--- src/hdl/gpcc_pkg.sv ---
// ----------------------------------------------------------------------------
// gpcc_pkg
// shared types and constants for the gripper point collision counter
// ----------------------------------------------------------------------------
`default_nettype none

package gpcc_pkg;

	// geometry
	localparam int NUM_BOXES   = 3;
	localparam int COORD_WIDTH = 24;
	localparam int NUM_CORNERS = 4;
	localparam int NUM_EDGES   = NUM_CORNERS - 1;
	localparam int NUM_AXES    = 3;

	// arithmetic widths: differences, products, sums of three products
	localparam int DIFF_W = COORD_WIDTH + 1;
	localparam int PROD_W = 2 * DIFF_W;
	localparam int SUM_W  = PROD_W + 2;

	// counter widths
	localparam int LIMIT_W = 16;
	localparam int COUNT_W = LIMIT_W + 1;
	localparam logic [LIMIT_W-1:0] HIT_LIMIT_RST = LIMIT_W'(100);

	// queue between front and back
	localparam int QDEPTH = 4;
	localparam int QPTR_W = $clog2(QDEPTH);
	localparam int QCNT_W = $clog2(QDEPTH + 1);

	// command codes on the item channel
	localparam logic [1:0] CMD_LOAD = 2'd0;
	localparam logic [1:0] CMD_TEST = 2'd1;
	localparam logic [1:0] CMD_END  = 2'd2;

	typedef enum logic [1:0] {
		OP_LOAD,
		OP_TEST,
		OP_END
	} op_t;

	typedef logic signed [COORD_WIDTH-1:0] coord_t;

	typedef struct packed {
		logic [1:0] command;
		logic [1:0] box_index;
		logic [1:0] corner_index;
		coord_t     coord_x;
		coord_t     coord_y;
		coord_t     coord_z;
		logic       point_valid;
	} item_t;

	typedef struct packed {
		logic               point_collides;
		logic [COUNT_W-1:0] hit_count;
		logic               pose_rejected;
		logic               pose_done;
	} result_t;

	// classified entry held in the queue
	typedef struct packed {
		op_t        op;
		logic [1:0] box_index;
		logic [1:0] corner_index;
		coord_t     coord_x;
		coord_t     coord_y;
		coord_t     coord_z;
		logic       point_valid;
	} qent_t;

	// queue head handed from front to back
	typedef struct packed {
		logic  valid;
		qent_t ent;
	} qhead_t;

endpackage

`default_nettype wire

--- src/hdl/gpcc_front.sv ---
// ----------------------------------------------------------------------------
// gpcc_front
// accepts item beats, decodes the command and queues the work for the back
// ----------------------------------------------------------------------------
`default_nettype none

module gpcc_front (
	input  wire logic            clk,
	input  wire logic            arst_n,
	input  wire gpcc_pkg::item_t item,
	input  wire logic            item_valid,
	output logic                 item_stall,
	output gpcc_pkg::qhead_t     head,
	input  wire logic            pop
);
	import gpcc_pkg::*;

	qent_t             mem_q [QDEPTH];
	logic [QPTR_W-1:0] wr_ptr_q;
	logic [QPTR_W-1:0] rd_ptr_q;
	logic [QCNT_W-1:0] cnt_q;

	logic  keep;
	op_t   op;
	logic  push;
	qent_t ent;

	// command decode: drop unused codes and loads to boxes that do not exist
	always_comb begin
		keep = 1'b0;
		op   = OP_TEST;
		unique case (item.command)
			CMD_LOAD: begin
				op   = OP_LOAD;
				keep = int'(item.box_index) < NUM_BOXES;
			end
			CMD_TEST: begin
				op   = OP_TEST;
				keep = 1'b1;
			end
			CMD_END: begin
				op   = OP_END;
				keep = 1'b1;
			end
			default: begin
				keep = 1'b0;
			end
		endcase
	end

	always_comb begin
		ent.op           = op;
		ent.box_index    = item.box_index;
		ent.corner_index = item.corner_index;
		ent.coord_x      = item.coord_x;
		ent.coord_y      = item.coord_y;
		ent.coord_z      = item.coord_z;
		ent.point_valid  = item.point_valid;
	end

	assign item_stall = (cnt_q == QCNT_W'(QDEPTH));
	assign push       = item_valid && !item_stall && keep;

	assign head.valid = (cnt_q != '0);
	assign head.ent   = mem_q[rd_ptr_q];

	always_ff @(posedge clk or negedge arst_n) begin
		if (!arst_n) begin
			wr_ptr_q <= '0;
			rd_ptr_q <= '0;
			cnt_q    <= '0;
		end else begin
			if (push) begin
				wr_ptr_q <= wr_ptr_q + QPTR_W'(1);
			end
			if (pop) begin
				rd_ptr_q <= rd_ptr_q + QPTR_W'(1);
			end
			if (push && !pop) begin
				cnt_q <= cnt_q + QCNT_W'(1);
			end else if (pop && !push) begin
				cnt_q <= cnt_q - QCNT_W'(1);
			end
		end
	end

	always_ff @(posedge clk) begin
		if (push) begin
			mem_q[wr_ptr_q] <= ent;
		end
	end

endmodule

`default_nettype wire

--- config.mk ---
export PLATFORM = sky130hd
export DESIGN_NAME = gpcc_front
export DESIGN_NICKNAME = d
export VERILOG_FILES = /design/src/hdl/gpcc_pkg.sv /design/src/hdl/gpcc_front.sv
export SDC_FILE = /design/constraint.sdc
export NUM_CORES = 1
export LEC_CHECK = 0
export BUFFER_PORTS_ARGS = -buffer_cell sky130_fd_sc_hd__buf_4
export CORE_MARGIN = 2
export CORE_UTILIZATION = 26
export DETAILED_ROUTE_END_ITERATION = 7
export GPL_TIMING_DRIVEN = 0
export SLEW_MARGIN = 10
export SYNTH_ARGS = -nofsm -noshare
export SYNTH_HDL_FRONTEND = slang
export SYNTH_SLANG_ARGS = --single-unit
--- constraint.sdc ---
create_clock -name clk -period 5.25 [get_ports clk]
set_clock_uncertainty 0.2 [all_clocks]
set_input_delay 0.2625 -clock clk [delete_from_list [all_inputs] [get_ports clk]]
set_output_delay 0.2625 -clock clk [all_outputs]
set_load 0.01 [all_outputs]
Word-level counts from Yosys, hierarchy flattened
Memories as Yosys holds them, arrays and structs flattened.
Cells that the tools add are included.
{ "word_totals": {"register_bits": 7, "latchBits": 0, "mem_bits_rw": 316, "rom_bits": 0, "inputBits": 83, "out_inout_bits": 81, "word_cells": 29, "mem_count": 1} }
{ "mem_list": {"columns": ["memory", "depth", "width", "read_ports", "rd_ports_with_merged_regs", "wr", "line_no", "source"], "rows": [
  ["mem_q", 4, 79, 1, 0, 1, "gpcc_front.sv:18", "qent_t mem_q [QDEPTH];"]
]} }
{ "classes": {"add_sub_neg": 4, "n_mul": 0, "div_mod_pow": 0, "magnitude_cmp": 1, "n_eq_ne": 3, "n_shift": 0, "n_mux": 6, "bitwise": 0, "reduce_logical": 11} }
{ "ops": {"columns": ["cell", "n"], "rows": [
  ["2-to-1 mux 3 bit", 2],
  ["adder 2 x 1 -> 2 bit, second input constant", 2],
  ["logical AND 1 bit", 4],
  ["one-hot mux 2 bit (2 select lines)", 1],
  ["adder 3 x 1 -> 3 bit, second input constant", 1],
  ["== test 3 bit, second input constant", 1],
  ["logical NOT 1 bit", 3],
  ["nonzero test 3 bit", 1],
  ["subtractor 3 x 1 -> 3 bit, second input constant", 1],
  ["== test 2 x 1 -> 1 bit, second input constant", 1],
  ["== test 2 bit, second input constant", 1],
  ["logical NOT 2 bit", 1],
  ["less-than comparator 2 bit, second input constant", 1],
  ["2-to-1 mux 1 bit", 2],
  ["one-hot mux 1 bit (2 select lines)", 1],
  ["nonzero test 2 bit", 1],
  ["OR reduction 2 bit", 1]
]} }

Logic depth before layout (Yosys ltp)
{ "depth": {"depth_word": 8, "mapped_depth": 10, "depth_no_buf": 10} }

Worst setup path before layout
OpenSTA, ideal clock, no wires.
{ "synth_path": {"path_kind": "input to register", "start": "in item[77] in the netlist's numbering", "end": "mem mem_q[0][0] in the netlist's numbering, enable pin", "setup_time_ps": 403, "arrival_ps": 2322, "t_required_ps": 4647, "path_slack_ps": 2325, "path_stages": 5, "path_buffers": 0, "cell_sequence": "inv_1 > ha_1 > a21bo_1 > a2111oi_4 > and2_2"} }
{ "synth_via": {"elab_chain_cells": 6, "elab_cells_between_ends": 8, "classes_between": "eq/ne (2); mux (3); reduce/logical (3)"} }
{ "synth_lines": {"columns": ["item", "line_no", "source"], "rows": [
  ["start, declared", "gpcc_front.sv:10", "input wire gpcc_pkg::item_t item,"],
  ["== test 2 bit or == test 2 x 1 -> 1 bit (tied branches)", "gpcc_front.sv:32", "unique case (item.command)"],
  ["OR reduction 2 bit (no source line)", null, null],
  ["one-hot mux 1 bit (2 select lines) *", "gpcc_front.sv:32", null],
  ["logical AND 1 bit *", "gpcc_front.sv:62", "assign push = item_valid && !item_stall && keep;"],
  ["via push", "gpcc_front.sv:25", "logic push;"],
  ["2-to-1 mux 1 bit *", "gpcc_front.sv:88", "if (push) begin"],
  ["2-to-1 mux 1 bit (not written as such) *", "gpcc_front.sv:89", "mem_q[wr_ptr_q] <= ent;"],
  ["end, declared", "gpcc_front.sv:18", null]
]} }
Mark *: on every way through the listed nets, which the timed path passes. The rest lies on a longest branch.

==> reports/results.ini <==
[clocking]
cts_buffer_depth=3
cts_tree=built
clkTransAtPathRegs_ns=0.05
cts_htree_levels=2
cts_sinks=323
root_buffer=clkbuf_16
numCtsBuffers=36
clk_latency_ns=0.52

[synthesis]
synthDominantCellAreaShare_pct=80.0
ys_types=19
postSynthCellCount=457
synth_area_um2=11900
synth-async-reset-ratio_pct=2.17
synthTopCellsByArea=edfxtp_1 (80%), mux4_2 (15%), dfrtp_1 (1.5%)
synthTopCellsByCount=edfxtp_1 (316), mux4_2 (79), buf_2 (10)
ys_ff_latch=323
synth-main-ff-cell=edfxtp_1
synth_area_leader_cell=edfxtp_1
avgSynthCellArea_um2=25.9
yosysMostFrequentCell=edfxtp_1
ys_seq_area_share_pct=81.5
synth_warnings=0
synth_nets=550
synth_edf_count=316

[final_layout]
instances_no_fill=1368
drive_above_1_share_pct=39.6
layout.nets=837
area.growth.synth_to_final_pct=33.2
antenna_cells=0
fill_cells=4216

[detailed_routing]
drt_pre_antenna_iters=4
wirelength_mm=25.2
wl_per_cell_um=18.4
viasPerCell=4.18
ant_nets=0
first_iter_violations=271
drc=0
vias=5722

[worst_setup_path]
critPathBufInv=3
end_kind=output port
cp-start-kind=register
cpPeakStageDelay_ns=0.81
crit_family=buffers and inverters
crit_path_top_delay_cell=clkbuf_1
worst_ep_arrival_time_ns=2.89
cpMostUsedCell=clkbuf_1
crit_type=reg2out
cp_cell_sequence=clkbuf_1, clkbuf_1, mux4_2, buf_4
cp_max_fo=10
cp.required_ns=4.79

[pwr]
peakVddDrop_uv=286
seqPwrFrac_pct=41.0
intPower_mw=5.60
pwr_density_cell_nw_per_um2=493
swShare_pct=28.0
pwr-share-comb_pct=30.3
p_sw_mw=2.18
p_clk_share_pct=28.7
power.leakage_nw=5.34

[floorplan]
die_area_um2=47300
die_w_um=218
initial_core_util_pct=26.2
io_pins=164
std_cell_rows=78
die_h_um=218
core_area_um2=45200

[hold_path]
hp-class=in2reg

[timing]
worst_pin_slew_ns=0.996
post-route-min-period_ns=3.35
slew_headroom_pct=33.6
fmax_ghz=0.299
finalWorstSetupSlack_ns=1.90
drv_slew=0
rsz0062_at_grt=no
fin_setup_tns_ns=0
finalHoldViolCount=0
finalSetupViolCount=0
min_period_over_period_pct=63.8

[placement]
routabilityCongestion=0.649
post-place-ws_ns=2.08
port_buffers=163
numPlacedInstances=1224
dp_hpwl_mm=14.8

[job]
maxCapViolations=0

[global_routing]
grt_pass1_vias=6155
grt_max_degree=42
grt.overflow.total=0
grt_first_pass_wirelength_mm=37.4
antenna_found_initial=1
grtUsageTotal_pct=10.6

[outcome]
status=finished clean

## metal layers
| metal | up-vias | global-route usage (%) | wire [um] |
|---|---|---|---|
| met5 | - | 0 | 13 |
| met2 | 137 | 17.1 | 11900 |
| li1 | 2530 | - | - |
| met3 | 43 | 3.31 | 1450 |
| met4 | 2 | 3.13 | 541 |
| met1 | 3010 | 13.9 | 11200 |
## flip-flops by register name (all words and copies together) (netlist names)
| register | flops |
|---|---|
| cnt_q | 3 |
| wr_ptr_q | 2 |
| rd_ptr_q | 2 |
| mem_q | 316 |
## cell usage in the layout, fill, tap and decap left out
cell,count
dlygate4sd3_1,82
ha_1,9
edfxtp_1,316
clkbuf_1,17
or3_1,1
and2_4,4
clkinvlp_4,2
nor2_1,2
clkinv_2,2
xor2_1,3
a21bo_1,1
inv_1,8
a2111oi_4,1
xnor2_1,3
mux2_4,1
buf_16,4
nor3b_1,1
dfrtp_1,7
mux4_2,79
clkinv_1,12
clkbuf_16,37
mux2_2,1
buf_2,10
nand2_1,1
fa_1,1
buf_4,163
## power by group through the flow
stage,Combinational (mW),Clock [mW],Sequential [mW]
finish,2.36,2.24,3.19
global placement,2.35,0,3.25
detailed placement,2.39,0,3.25
CTS,2.46,2.32,3.19
global route,2.56,2.41,3.21
floorplan,1.30,0,3.23
## final cells by class
cell class                      count  area (um2)  area share [%]
Timing Repair Buffer              249        2150            13.6
Inverter                            8        30.0           0.190
Tap cell                          600         751            4.75
Clock inverter                     16        70.1           0.444
Clock buffer                       46         960            6.07
Sequential cell                   323        9660            61.2
Multi-Input combinational cell    108        2090            13.2
Buffer                             18        80.1           0.507
## timing repair
action,in CTS,in global routing
buffers inserted,0,0
endpoints found under the hold margin,323,0
resized for setup,0,0
hold buffers,82,0
## path summary, 6_finish.rpt
check | slack, ns | start | endpoint | cells past startpoint
min reg2reg | 0.29 | cnt_q[2] | cnt_q[2] | 1
min in group asynchronous | 0.52 | arst_n | cnt_q[0] | 3
max in group asynchronous | 4.08 | arst_n | rd_ptr_q[0] | 3
min | 0.08 | item[77] | wr_ptr_q[0] | 4
max reg2reg | 2.61 | cnt_q[2] | mem_q[3][30] | 4
max | 1.90 | rd_ptr_q[1] | head[64] | 4
## worst reg2reg max path: cells and delay by family (launching register included)
| kind | cells | cell delay [ns] |
|---|---|---|
| flip-flops | 1 | 0.39 |
| buffers and inverters | 1 | 0.32 |
| AO/OA/AOI/OAI | 1 | 0.46 |
| AND/OR/NAND/NOR | 2 | 0.89 |
## metrics by stage
step / hold slack [ns] / utilization [%] / area, um2 / power [mW]
final: 0.0760 / 35.0 / 15800 / 7.78
after global routing: 0.0784 / 35.0 / 15800 / 8.19
after CTS: 0.0470 / 35.0 / 15800 / 7.97
after detailed placement: -0.117 / 30.9 / 13900 / 5.64
after global placement: -0.119 / 30.6 / 13800 / 5.60
after floorplan: -0.233 / - / 11900 / 4.53
## kinds of logic after synthesis
group	after synthesis	synth area share (%)
AOI/OAI and AO/OA	2	0.317
xor gates and xnor gates	6	0.443
DFF	323	81.5
and+or+nand+nor	9	0.464
muxes	81	15.2
adders and majority gates	10	1.12
buffers and inverters	26	0.929
No activity file was read; power rests on OpenSTA's default activity.
